### src/sv/cdeq_pkg.sv
package cdeq_pkg;

	// Queue capacity, the widths that follow from it, and the fixed field widths.
	localparam int unsigned DEPTH  = 8;
	localparam int unsigned IDX_W  = (DEPTH > 1) ? $clog2(DEPTH) : 1;
	localparam int unsigned CNT_W  = $clog2(DEPTH + 1);
	localparam int unsigned WORD_W = 32;
	localparam int unsigned OCC_W  = 4;
	localparam int unsigned REQ_W  = 3;
	localparam int unsigned STAT_W = 2;

	typedef logic [WORD_W-1:0] word_t;

	typedef enum logic [REQ_W-1:0] {
		REQ_PUSH_BACK  = 3'd0,
		REQ_PUSH_FRONT = 3'd1,
		REQ_POP_FRONT  = 3'd2,
		REQ_POP_BACK   = 3'd3,
		REQ_STATUS     = 3'd4
	} req_t;

	typedef enum logic [STAT_W-1:0] {
		ST_DONE      = 2'd0,
		ST_OVERFLOW  = 2'd1,
		ST_UNDERFLOW = 2'd2
	} stat_t;

	// Per-cell control: take the lower neighbor, take the upper neighbor,
	// or load the pushed word.
	typedef struct packed {
		logic shift_up;
		logic shift_down;
		logic load;
	} cell_ctrl_t;

endpackage

### src/sv/cdeq_cell.sv
// One storage cell of the queue row. Cell 0 holds the front word.
module cdeq_cell (
	input  logic                 clk,
	input  cdeq_pkg::cell_ctrl_t ctrl,
	input  cdeq_pkg::word_t      left_word,
	input  cdeq_pkg::word_t      right_word,
	input  cdeq_pkg::word_t      data_word,
	output cdeq_pkg::word_t      word,
	output cdeq_pkg::word_t      word_nxt
);

	cdeq_pkg::word_t word_q;

	always_comb begin
		if (ctrl.shift_up) begin
			word_nxt = left_word;
		end else if (ctrl.shift_down) begin
			word_nxt = right_word;
		end else if (ctrl.load) begin
			word_nxt = data_word;
		end else begin
			word_nxt = word_q;
		end
	end

	always_ff @(posedge clk) begin
		word_q <= word_nxt;
	end

	assign word = word_q;

endmodule

### src/sv/circular_double_ended_queue_core.sv
// Channel   Direction  Handshake              Payload
// request   in         req_valid / req_stall  req_type, data_in
// result    out        rsp_valid / rsp_stall  status, front_value, back_value,
//                                              occupancy, is_empty
//
// The row of cells updates at the edge that accepts a request, and its result
// is loaded into the output register at that same edge. A new request is
// taken every cycle unless a held result is stalled.
// Reset clears the count and the output valid; cell contents are not reset.
// While the result register holds a stalled result, req_stall is raised.
module circular_double_ended_queue_core (
	input  logic               clk,
	input  logic               arst_n,
	input  logic               req_valid,
	output logic               req_stall,
	input  logic [2:0]         req_type,
	input  logic signed [31:0] data_in,
	output logic               rsp_valid,
	input  logic               rsp_stall,
	output logic [1:0]         status,
	output logic signed [31:0] front_value,
	output logic signed [31:0] back_value,
	output logic [3:0]         occupancy,
	output logic               is_empty
);

	localparam int unsigned DEPTH = cdeq_pkg::DEPTH;
	localparam int unsigned IDX_W = cdeq_pkg::IDX_W;
	localparam int unsigned CNT_W = cdeq_pkg::CNT_W;

	// The words are kept in order in a row of cells: cell 0 is the front and
	// cell count-1 is the back. A push at the front shifts the row up, a pop
	// at the front shifts it down, a push at the back loads the cell at the
	// current count, and a pop at the back only lowers the count. The
	// circular head and tail indices of a ring buffer are thus implicit.

	logic                 req_acc;
	logic                 rsp_take;
	logic [CNT_W-1:0]     count_q;
	logic [CNT_W-1:0]     cnt_nxt;
	logic                 full;
	logic                 empty;
	logic                 shift_up;
	logic                 shift_down;
	logic                 tail_load;
	cdeq_pkg::stat_t      st_nxt;
	cdeq_pkg::word_t      words     [DEPTH];
	cdeq_pkg::word_t      words_nxt [DEPTH];
	cdeq_pkg::word_t      front_nxt;
	cdeq_pkg::word_t      back_nxt;
	logic [IDX_W-1:0]     back_idx;

	// Result register.
	logic                 rsp_valid_q;
	cdeq_pkg::stat_t      status_q;
	cdeq_pkg::word_t      front_q;
	cdeq_pkg::word_t      back_q;
	logic [CNT_W-1:0]     occ_q;
	logic                 empty_q;

	assign rsp_take  = rsp_valid_q && !rsp_stall;
	assign req_stall = rsp_valid_q && rsp_stall;
	assign req_acc   = req_valid && !req_stall;

	assign full  = (count_q == CNT_W'(DEPTH));
	assign empty = (count_q == '0);

	// Decode the request into row moves and the new count.
	always_comb begin
		st_nxt     = cdeq_pkg::ST_DONE;
		cnt_nxt    = count_q;
		shift_up   = 1'b0;
		shift_down = 1'b0;
		tail_load  = 1'b0;
		case (cdeq_pkg::req_t'(req_type))
			cdeq_pkg::REQ_PUSH_BACK: begin
				if (full) begin
					st_nxt = cdeq_pkg::ST_OVERFLOW;
				end else begin
					tail_load = 1'b1;
					cnt_nxt   = count_q + CNT_W'(1);
				end
			end
			cdeq_pkg::REQ_PUSH_FRONT: begin
				if (full) begin
					st_nxt = cdeq_pkg::ST_OVERFLOW;
				end else begin
					shift_up = 1'b1;
					cnt_nxt  = count_q + CNT_W'(1);
				end
			end
			cdeq_pkg::REQ_POP_FRONT: begin
				if (empty) begin
					st_nxt = cdeq_pkg::ST_UNDERFLOW;
				end else begin
					shift_down = 1'b1;
					cnt_nxt    = count_q - CNT_W'(1);
				end
			end
			cdeq_pkg::REQ_POP_BACK: begin
				if (empty) begin
					st_nxt = cdeq_pkg::ST_UNDERFLOW;
				end else begin
					cnt_nxt = count_q - CNT_W'(1);
				end
			end
			default: begin
				// Status request and unused codes leave the queue alone.
			end
		endcase
	end

	// The row of cells. Cell 0 takes the pushed word on a front push; the
	// top cell has no upper neighbor and sees its own word.
	for (genvar i = 0; i < DEPTH; i++) begin : g_cell
		cdeq_pkg::cell_ctrl_t ctrl;
		cdeq_pkg::word_t      left_w;
		cdeq_pkg::word_t      right_w;

		assign ctrl = '{
			shift_up:   req_acc && shift_up,
			shift_down: req_acc && shift_down,
			load:       req_acc && tail_load && (count_q == CNT_W'(i))
		};

		if (i == 0) begin : g_first
			assign left_w = data_in;
		end else begin : g_mid
			assign left_w = words[i-1];
		end

		if (i == DEPTH - 1) begin : g_last
			assign right_w = words[i];
		end else begin : g_up
			assign right_w = words[i+1];
		end

		cdeq_cell u_cell (
			.clk        (clk),
			.ctrl       (ctrl),
			.left_word  (left_w),
			.right_word (right_w),
			.data_word  (data_in),
			.word       (words[i]),
			.word_nxt   (words_nxt[i])
		);
	end

	// Front and back after the request; both read as all ones when empty.
	assign back_idx  = IDX_W'(cnt_nxt - CNT_W'(1));
	assign front_nxt = (cnt_nxt == '0) ? '1 : words_nxt[0];
	assign back_nxt  = (cnt_nxt == '0) ? '1 : words_nxt[back_idx];

	always_ff @(posedge clk or negedge arst_n) begin
		if (!arst_n) begin
			count_q     <= '0;
			rsp_valid_q <= 1'b0;
		end else begin
			if (req_acc) begin
				count_q     <= cnt_nxt;
				rsp_valid_q <= 1'b1;
			end else if (rsp_take) begin
				rsp_valid_q <= 1'b0;
			end
		end
	end

	always_ff @(posedge clk) begin
		if (req_acc) begin
			status_q <= st_nxt;
			front_q  <= front_nxt;
			back_q   <= back_nxt;
			occ_q    <= cnt_nxt;
			empty_q  <= (cnt_nxt == '0);
		end
	end

	assign rsp_valid   = rsp_valid_q;
	assign status      = status_q;
	assign front_value = front_q;
	assign back_value  = back_q;
	assign occupancy   = 4'(occ_q);
	assign is_empty    = empty_q;

`ifndef ASSERT_OFF
	a_count_bound: assert property (@(posedge clk) disable iff (!arst_n)
		count_q <= CNT_W'(DEPTH))
		else $error("stored count exceeds capacity");

	a_push_grows: assert property (@(posedge clk) disable iff (!arst_n)
		req_acc && !full && (req_type == cdeq_pkg::REQ_PUSH_BACK ||
		req_type == cdeq_pkg::REQ_PUSH_FRONT)
		|=> count_q == $past(count_q) + CNT_W'(1))
		else $error("accepted push did not raise the count");

	a_overflow_full: assert property (@(posedge clk) disable iff (!arst_n)
		rsp_valid_q && status_q == cdeq_pkg::ST_OVERFLOW |-> occ_q == CNT_W'(DEPTH))
		else $error("overflow reported while not full");

	a_empty_words: assert property (@(posedge clk) disable iff (!arst_n)
		rsp_valid_q && empty_q |-> front_q == '1 && back_q == '1 && occ_q == '0)
		else $error("empty result carries words");
`endif

endmodule

### config.mk
export PLATFORM = sky130hd
export DESIGN_NAME = circular_double_ended_queue_core
export DESIGN_NICKNAME = d
export VERILOG_FILES = /design/src/sv/cdeq_pkg.sv /design/src/sv/cdeq_cell.sv /design/src/sv/circular_double_ended_queue_core.sv
export SDC_FILE = /design/constraint.sdc
export NUM_CORES = 1
export LEC_CHECK = 0
export BUFFER_PORTS_ARGS = -buffer_cell sky130_fd_sc_hd__clkbuf_2
export CAP_MARGIN = 20
export CELL_PAD_IN_SITES_DETAIL_PLACEMENT = 0
export CELL_PAD_IN_SITES_GLOBAL_PLACEMENT = 1
export CORE_MARGIN = 2
export CORE_UTILIZATION = 40
export DETAILED_ROUTE_END_ITERATION = 7
export PLACE_DENSITY = 0.68
export SLEW_MARGIN = 10
export SYNTH_ARGS = -nofsm -noshare
export SYNTH_HDL_FRONTEND = slang
export SYNTH_SLANG_ARGS = --single-unit
export TNS_END_PERCENT = 5
### constraint.sdc
create_clock -name clk -period 9.9 [get_ports clk]
set_input_delay 1.485 -clock clk [delete_from_list [all_inputs] [get_ports clk]]
set_output_delay 1.485 -clock clk [all_outputs]
set_load 0.005 [all_outputs]
# Word-level counts from Yosys, hierarchy flattened

Index checks and enable logic that the tools add are counted.

Magnitude comparators: 1
Multiplexer cells: 40
Divide/modulo/power cells: 0
Bitwise gates (word level): 1
Multiply operators: 0
Equality and inequality tests: 11
Shift-type cells: 0
Reductions and logical operators: 22
Add/subtract/negate cells: 3

Operator list:

| cell                  | number |
|---|---|
| $mux W32              | 26 |
| $bmux W32 S3          | 1 |
| $eq A4 B3 Y1 const B  | 4 |
| $logic_and A1 B1 Y1   | 14 |
| $eq A4 B2 Y1 const B  | 2 |
| $logic_not A4 Y1      | 2 |
| $mux W1               | 8 |
| $mux W4               | 2 |
| $pmux W4 S2           | 1 |
| $eq A3 B2 Y1 const B  | 2 |
| $add A4 B1 Y4 const B | 1 |
| $eq A4 B1 Y1 const B  | 1 |
| $eq A4 B4 Y1 const B  | 1 |
| $ge A4 B4 Y1 const B  | 1 |
| $not A3 Y4            | 1 |
| $pmux W2 S2           | 1 |
| $reduce_or A2 Y1      | 2 |
| $sub A4 B1 Y4 const B | 1 |
| $eq A3 B1 Y1 const B  | 1 |
| $logic_not A3 Y1      | 1 |
| $sub A3 B1 Y3 const B | 1 |
| $logic_not A1 Y1      | 2 |
| $mux W2               | 1 |
| $reduce_bool A2 Y1    | 1 |

Flip-flop bits (word level): 332
Memories: 0
Output and inout bits: 73
Logic and storage cells: 93
Latch bits: 0
RAM bits: 0
Bits of input ports: 39
Bits in read-only memories: 0

# Longest topological paths before layout

Gate-level depths: netlist of the first run.

Word-level depth: 11
Depth in mapped cells: 15
Gate-level depth less buffers: 12

# Modules after synthesis

A second synthesis of the first run with hierarchy kept.

Cells, all modules: 1804
Area total of the unflattened synthesis: 20594.8 um2

Modules (own cells, without submodules):

| module                           | area an instance (um2) | seq. area each (um2) | cells each | times used |
|---|---|---|---|---|
| cdeq_cell                        | 1944.4                 | 640.6                | 178        | 8 |
| circular_double_ended_queue_core | 5039.8                 | 2257.2               | 380        | 1 |

# Least setup slack after synthesis of the first run

Ideal clock, no wire load.

Path kind: input-to-reg
From: in req_valid
To: reg back_q[31], in the netlist back_value[31] (data pin)
Setup time: 0.279 ns
Path buffers: 6
Stages on the path: 11
Data required time: 9.621 ns
Slack: 5.327 ns
Arrival: 4.295 ns
Path through: a21bo_2 > buf_4 > clkinv_1 > buf_2 > buf_2 > buf_1 > buf_2 > buf_2 > a22oi_1 > o21ai_0 > o2111ai_1

Longest elaborated chain between the ends: 9
Elaborated cells on any way between the ends: 39
Classes of those cells: mux (27); reduce/logical (12)

Ends and longest elaborated chain:

| element                                          | RTL line                                | RTL |
|---|---|---|
| from (decl)                                      | circular_double_ended_queue_core.sv:14  | `input logic req_valid,` |
| $logic_and A1 B1 Y1 (*)                          | circular_double_ended_queue_core.sv:63  | `assign req_acc = req_valid && !req_stall;` |
| net req_acc                                      | circular_double_ended_queue_core.sv:37  | `logic req_acc;` |
| $logic_and A1 B1 Y1 (2 in series)                | circular_double_ended_queue_core.sv:123 | `load: req_acc && tail_load && (count_q == CNT_W'(i))` |
| $mux W32                                         | cdeq_cell.sv:19                         | `end else if (ctrl.load) begin` |
| $mux W32                                         | cdeq_cell.sv:17                         | `end else if (ctrl.shift_down) begin` |
| $mux W32 (*)                                     | cdeq_cell.sv:15                         | `if (ctrl.shift_up) begin` |
| net g_cell[3].u_cell.word_nxt[31]                | cdeq_cell.sv:9                          | `output cdeq_pkg::word_t word_nxt` |
| $bmux W32 S3 (*)                                 | circular_double_ended_queue_core.sv:152 | `assign back_nxt = (cnt_nxt == '0) ? '1 : words_nxt[back_idx];` |
| $mux W32 (implied by the code) (*) (2 in series) | circular_double_ended_queue_core.sv:152 |  |
| to (signal assigned)                             | circular_double_ended_queue_core.sv:172 | `back_q <= back_nxt;` |
| to (decl)                                        | circular_double_ended_queue_core.sv:57  | `cdeq_pkg::word_t back_q;` |

The timed path passes the listed nets; every way through them passes the cells marked *. The select of a mux whose other input is x is not followed.
A chain may end at the register's enable or synchronous reset.

# Worst setup path in the final report of the first run

From: in req_type[2]
To: reg back_q[6], in the netlist back_value[6] (data pin)

Longest elaborated chain between the ends: 10
Elaborated cells on any way between the ends: 51
Classes of those cells: add/sub (1); eq/ne (3); mux (31); bitwise (1); reduce/logical (15)

Ends and longest elaborated chain:

| element                                          | RTL line                                | RTL |
|---|---|---|
| from (decl)                                      | circular_double_ended_queue_core.sv:16  | `input logic [2:0] req_type,` |
| $logic_not A3 Y1                                 | circular_double_ended_queue_core.sv:75  | `case (cdeq_pkg::req_t'(req_type))` |
| $mux W1                                          | circular_double_ended_queue_core.sv:75  |  |
| $logic_and A1 B1 Y1 (2 in series)                | circular_double_ended_queue_core.sv:123 |  |
| $mux W32                                         | cdeq_cell.sv:19                         |  |
| $mux W32                                         | cdeq_cell.sv:17                         |  |
| $mux W32 (*)                                     | cdeq_cell.sv:15                         |  |
| net g_cell[3].u_cell.word_nxt[6]                 | cdeq_cell.sv:9                          |  |
| $bmux W32 S3 (*)                                 | circular_double_ended_queue_core.sv:152 |  |
| $mux W32 (implied by the code) (*) (2 in series) | circular_double_ended_queue_core.sv:152 |  |

Marks and branches as above.

==> impl_metrics.json, run 1 <==
{
  "ctsResizeCount": 0,
  "wl_per_cell_um": 25.6,
  "period_needed_ns": 5.47,
  "grt_pass1_wl_um": 97900,
  "setup-tns-final_ns": 0,
  "final_nets": 1990,
  "synth_top_family_by_area": "compound AO/OA/AOI/OAI gates",
  "synth_area_leaders": "dfxtp_1 30%, edfxtp_1 12%, mux2i_1 7.2%",
  "synth_edf_count": 71,
  "status": "complete, no violations",
  "ant_nets": 0,
  "avgSynthCellArea_um2": 8.77,
  "synth_top_area_share": 0.296,
  "grt_pass1_vias": 15365,
  "crit_fanout": 75,
  "pre_cts_ws_ns": 3.93,
  "wl_met1_um": 30300,
  "io_buffers": 111,
  "rsz0062_at_grt": "false",
  "endpoint_kind": "register",
  "gp_congestion": 0.804,
  "met2_wirelength_um": 27600,
  "antenna_found_initial": 2,
  "synth_mux_area_frac": 0.0826,
  "syn-num-nets": 2022,
  "async_flop_share": 0.0151,
  "clk_pin_slew_ns": 0.06,
  "p_per_area_mw_per_mm2": 406,
  "utilization": 0.449,
  "dpl.hpwl_um": 36700,
  "core-area_mm2": 0.0429,
  "start_util": 0.404,
  "fp.dieH_um": 212,
  "cts-root-buf": "clkbuf_16",
  "syn-instance-count": 1977,
  "cap_violations": 0,
  "yosys.area_share.simple": 0.144,
  "min_path_type": "reg -> reg",
  "p_sw_uw": 3380,
  "synth_compound_area_frac": 0.272,
  "yosysUniqueCellTypes": 75,
  "finClkSkew_ns": 0.0148,
  "combPwrFrac": 0.472,
  "worst_slack_ns": 4.43,
  "relSlewSlack": 0.204,
  "chipWidth_um": 212,
  "cp.arrival_ns": 5.76,
  "drive_above_1_share": 0.130,
  "grt.overflow.total": 0,
  "synth_xor_area_frac": 0.00339,
  "p_int_uw": 4430,
  "cp.required_ns": 10.19,
  "p_clk_frac": 0.183,
  "dr.pass1.iters": 7,
  "synth_top_cell_by_area": "dfxtp_1",
  "p_sw_frac": 0.432,
  "wirelength_um": 65500,
  "crit_type": "in -> reg",
  "dieArea_mm2": 0.0450,
  "final_area_mm2": 0.0192,
  "via_per_inst": 6.39,
  "ys_seq_elements": 332,
  "max_freq_mhz": 183,
  "clk_latency_ns": 0.57,
  "cts.sinks": 332,
  "hold_violations": 0,
  "met3_length_um": 5780,
  "max_slew.worst_pin.slew_ns": 1.19,
  "drv_slew": 0,
  "p_seq_frac": 0.346,
  "yosysSeqAreaShare": 0.426,
  "synth_common_cells": "329 x nand2_1, 256 x dfxtp_1, 151 x o22ai_1, 124 x mux2i_1, 107 x clkbuf_1",
  "numCtsBuffers": 40,
  "synth_warnings": 0,
  "top_layer": "met5",
  "synthToLayoutAreaGrowth_pct": 11.0,
  "fillers": 4112,
  "drc": 0,
  "p_total_uw": 7810,
  "synth-adder-area-share": 0.00433,
  "clockBufferDepth": 3,
  "synthesis.area_mm2": 0.0173,
  "track_usage": 0.287,
  "cts_max_level": 2,
  "ys.flop_type": "dfxtp_1",
  "io_pins": 112,
  "cts_setup_buffers": 0,
  "drt_iter0_markers": 1819,
  "placed_cell_area_mm2": 0.0180,
  "start_kind": "input port",
  "yosysMostFrequentCell": "nand2_1",
  "cts_tree": "yes",
  "row_count": 76,
  "grt_max_degree": 102,
  "p_leak_uw": 0.00825,
  "dr_total_vias": 16363,
  "cts_hold_buf": 0,
  "finalCritPeriodShare": 0.553,
  "ir_drop_uv": 414,
  "setup_viol": 0
}
[sequential cells by signal (all words and copies together), names as in the netlist]
signal / flops
back_value: 32
count_q: 4
front_value: 32
g_cell.u_cell.word: 256
is_empty: 1
occupancy: 4
rsp_valid: 1
status: 2
[logic make-up after synthesis]
family / after synthesis
AOI/OAI and AO/OA: 688
and+or+nand+nor: 535
DFF: 332
buffers and inverters: 270
muxes: 141
adders and majority gates: 6
xor gates and xnor gates: 5
[placed cells by master (no fill, tap or decap), types with 6 or more instances in the layout]
master,synthesis,final
nand2_1,329,328
dfxtp_1,256,256
o22ai_1,151,151
mux2i_1,124,124
clkbuf_2,1,111
o21ai_0,92,92
edfxtp_1,71,71
a21oi_1,66,66
a22oi_1,62,62
a32oi_1,50,50
o211ai_1,50,50
inv_1,47,47
clkbuf_16,0,41
buf_4,7,34
a22o_1,33,33
o21ai_1,28,28
nor3_1,29,27
nor2_1,27,26
a211oi_1,25,25
and3_1,24,24
nand2b_1,23,23
nand4_1,23,23
o22a_1,22,22
mux2_2,17,17
a31oi_1,16,16
nand3_1,19,15
a221oi_1,15,15
a31o_2,14,14
clkbuf_1,107,13
a21o_1,13,12
o221ai_1,12,12
or4_1,12,12
a211o_1,12,12
clkinv_1,2,10
nor4_1,9,9
and2_1,9,8
o21a_1,7,7
a221o_1,6,6
[worst max-delay path: stages]
cell and delay [ns]:
clkbuf_2 0.30, or3b_1 0.97, nand2b_4 0.59, a21o_4 0.81
buf_4 0.60, a22oi_1 0.18, a22o_1 0.27, or4_1 0.49
[path summary, 6_finish.rpt]
kind / from / endpoint / slack [ns] / depth (start not counted)
worst max-delay path: req_type[2] / back_value[6] / 4.43 / 8
worst min-delay path: g_cell[4].u_cell.word[17] / g_cell[5].u_cell.word[17] / 0.47 / 2
worst max register to register: count_q[0] / back_value[4] / 4.71 / 13
worst min register to register: g_cell[4].u_cell.word[17] / g_cell[5].u_cell.word[17] / 0.47 / 2
max in group asynchronous: arst_n / count_q[0] / 9.02 / 1
min in group asynchronous: arst_n / count_q[3] / 0.73 / 1
[per-layer routing]
| metal | global-route usage | vias to the layer above |
|---|---|---|
| li1 | - | 7393 |
| met1 | 0.428 | 8031 |
| met2 | 0.409 | 816 |
| met3 | 0.0557 | 121 |
| met4 | 0.0986 | 2 |
| met5 | 0 | - |
[through the flow]
step,hold slack [ns],instances
after floorplan,0.447,1977
after global routing,0.493,2559
after CTS,0.478,2558
after detailed placement,0.470,2487
after global placement,0.468,2487
final,0.472,2560
[final cells by class]
class	instances	area (um2)	area share
tap	585	732	0.0380
inverter	50	195	0.0101
clock inverter	14	109	0.00566
timing repair buffer	146	826	0.0429
clock buffer	57	1120	0.0580
multi-input combinational	1375	8880	0.461
antenna	1	2.50	0.000130
sequential	332	7380	0.384
[power by group through the flow]
stage	clock, uW	combinational [uW]	sequential, uW
after detailed placement	0	3590	2700
final	1430	3680	2700
after global placement	0	3550	2700
after CTS	1450	3610	2680
after global routing	1500	3980	2780
after floorplan	0	2450	2540
(Power assumes the default switching activity.)
==> run 2: changes to the inputs <==
- ABC_AREA: default -> 1
- PLACE_DENSITY: 0.68 -> 0.72
- clock period: 9.9 -> 5.5 ns (I/O delays scaled with it)
==> run 2 against run 1 <==
  * Die area increased by 23%
  * Combinational power increased by 140%
  * Register-to-register slack got worse by 3.1 ns
  * Core utilization decreased by 0.13 points
  * Synthesized cell count increased by 73%
  * Worst hold slack got worse by 0.42 ns
  * Sequential share of layout area decreased by 7.1 points
  * Clock power increased by 94%
  * Cell area increased by 23%
  * Setup slack got worse by 2.8 ns
  * Critical path type is now reg -> reg
  * Critical endpoint is now back_value[17]
  * Largest cell class unchanged
==> impl_metrics.json, run 2 <==
{
  "status": "complete, no violations",
  "cts.sinks": 332,
  "final_cells": 4098,
  "dr_total_vias": 22405,
  "clockBufferDepth": 3,
  "track_usage": 0.288,
  "p_sw_frac": 0.486,
  "chipWidth_um": 235,
  "p_sw_uw": 7900,
  "fillers": 5713,
  "max_freq_mhz": 256,
  "cap_violations": 0,
  "rsz0062_at_grt": "false",
  "cp.required_ns": 5.81,
  "finalCritPeriodShare": 0.710,
  "placed_cell_area_mm2": 0.0222,
  "synth_xor_area_frac": 0.00239,
  "cp.arrival_ns": 4.22,
  "antenna_found_initial": 1,
  "wirelength_um": 81800,
  "mostFrequentLayoutCells": "1,134 x nand2_1, 579 x nand3_1, 513 x inv_1",
  "regArea_mm2": 0.00738,
  "drt_iter0_markers": 2181,
  "yosysUniqueCellTypes": 37,
  "crit_fanout": 97,
  "ys_seq_elements": 332,
  "start_util": 0.406,
  "p_int_uw": 8340,
  "multi_input_comb_area_mm2": 0.0110,
  "core-area_mm2": 0.0528,
  "min_path_type": "in -> async",
  "grt.overflow.total": 0,
  "p_seq_frac": 0.287,
  "cts_setup_buffers": 0,
  "clk_latency_ns": 0.58,
  "ir_drop_uv": 1290,
  "grt_max_degree": 229,
  "dieArea_mm2": 0.0554,
  "p_per_area_mw_per_mm2": 688,
  "drv_slew": 0,
  "synthesis.area_mm2": 0.0214,
  "yosys.area_share.simple": 0.428,
  "ys.flop_type": "dfxtp_1",
  "syn-num-nets": 3464,
  "max_slew.worst_pin.slew_ns": 1.24,
  "row_count": 84,
  "io_buffers": 111,
  "synth_area_leaders": "dfxtp_1 24%, nand2_1 20%, nand3_1 14%",
  "cts_max_level": 2,
  "synth_top_cell_by_area": "dfxtp_1",
  "place_inst": 4018,
  "avgSynthCellArea_um2": 6.27,
  "crit_type": "reg -> reg",
  "hold_violations": 0,
  "async_flop_share": 0.0151,
  "synth_warnings": 0,
  "period_needed_ns": 3.90,
  "mostFrequentLayoutCell": "nand2_1",
  "p_leak_uw": 0.0120,
  "largest_register_ffs": 256,
  "synth_common_cells": "1,134 x nand2_1, 583 x nand3_1, 513 x inv_1, 256 x dfxtp_1, 216 x nand4_1",
  "synth_top_area_share": 0.239,
  "dpl.hpwl_um": 45000,
  "synth_top_family_by_area": "simple AND/OR/NAND/NOR gates",
  "cts-root-buf": "clkbuf_16",
  "dr.pass1.iters": 6,
  "synth-adder-area-share": 0.00350,
  "io_pins": 112,
  "fp.dieH_um": 235,
  "drc": 0,
  "synthToLayoutAreaGrowth_pct": 10.1,
  "final_area_mm2": 0.0236,
  "combPwrFrac": 0.543,
  "p_clk_frac": 0.170,
  "setup-tns-final_ns": 0,
  "relSlewSlack": 0.174,
  "cts_hold_buf": 0,
  "gp_congestion": 0.836,
  "grt_pass1_wl_um": 125000,
  "grt_pass1_vias": 20735,
  "drive_above_1_share": 0.0810,
  "synth_mux_area_frac": 0,
  "ant_nets": 0,
  "finClkSkew_ns": 0.0181,
  "wl_per_cell_um": 20.0,
  "setup_viol": 0,
  "synth_compound_area_frac": 0.0723,
  "via_per_inst": 5.47,
  "numCtsBuffers": 43,
  "start_kind": "register",
  "yosysMostFrequentCell": "nand2_1",
  "synth_edf_count": 71,
  "yosysSeqAreaShare": 0.344,
  "clk_pin_slew_ns": 0.06,
  "cts_tree": "yes",
  "syn-instance-count": 3419,
  "endpoint_kind": "register",
  "ctsResizeCount": 0,
  "final_nets": 3420
}
## run 2: changes by cell type after synthesis, sizes merged, moves of 46 or more
cell	delta
o21ai	+85
nand4	+192
mux2i	-124
nand3	+571
inv	+475
a21boi	+61
o211ai	-46
a22oi	-62
a21oi	-65
nand2	+810
o22ai	-151
a32oi	-50
buf	+60
## run 2: worst max-delay path, stage by stage, from the launching register on
cell	delay, ns
dfrtp_1	0.42
inv_1	0.18
ha_1	0.32
nand2_1	0.12
nor2_2	0.05
nor2_4	0.50
nand2_8	0.28
inv_6	0.74
buf_4	0.39
nand2_1	0.08
nand2_1	0.09
nand2_1	0.05
nand2_1	0.09
nand3_1	0.09
nand2_1	0.09
nand2_1	0.08
## run 2: final cells by class
class	instances	area share
clock inverter	6	0.00111
tap	688	0.0365
timing repair buffer	160	0.0451
antenna	1	0.000106
inverter	523	0.0837
sequential	332	0.313
clock buffer	73	0.0560
multi-input combinational	2315	0.465
## run 2: metrics by stage
stage	util	worst slack, ns	hold WS (ns)	power [uW]
3_3_place_gp	0.421	1.43	0.458	13300
4_1_cts	0.447	1.64	0.0353	16200
5_1_grt	0.447	1.31	0.0428	17600
3_5_place_dp	0.422	1.50	0.461	13400
2_1_floorplan	-	2.20	0.436	10400
6_report	0.447	1.60	0.0549	16200
## run 2: cell families (layout without fill, tap and decap cells)
group	after synthesis	after routing
and+or+nand+nor	2029	2029
DFF	332	332
other	0	1
AOI/OAI and AO/OA	275	275
adders and majority gates	6	6
xor gates and xnor gates	5	5
buffers and inverters	772	762
## run 2: routing by layer
layer,wire length (um),share of wire,vias up,global-route usage
met5,0,0,-,0
met4,2560,0.031,0,0.0905
met3,6320,0.077,173,0.0525
met2,35800,0.44,882,0.452
met1,37200,0.45,10454,0.399
li1,-,-,10896,-
## run 2: final timing paths
check                                     startpoint                        end  slack, ns  depth (start not counted)
max in group asynchronous                     arst_n                 count_q[1]       5.30                          1
setup reg to reg                          count_q[0]             back_value[17]       1.60                         15
hold reg to reg            g_cell[6].u_cell.word[30]  g_cell[7].u_cell.word[30]       0.47                          2
setup / recovery                          count_q[0]             back_value[17]       1.60                         15
hold / removal                                arst_n                 count_q[3]       0.05                          1
min in group clk           g_cell[6].u_cell.word[30]  g_cell[7].u_cell.word[30]       0.47                          2
## run 2: power groups by stage
stage | Clock [uW] | Sequential, uW | Combinational (uW)
6_report | 2770 | 4660 | 8810
5_1_grt | 2910 | 4800 | 9900
4_1_cts | 2810 | 4640 | 8760
3_5_place_dp | 0 | 4680 | 8730
3_3_place_gp | 0 | 4660 | 8640
2_1_floorplan | 0 | 4460 | 5940
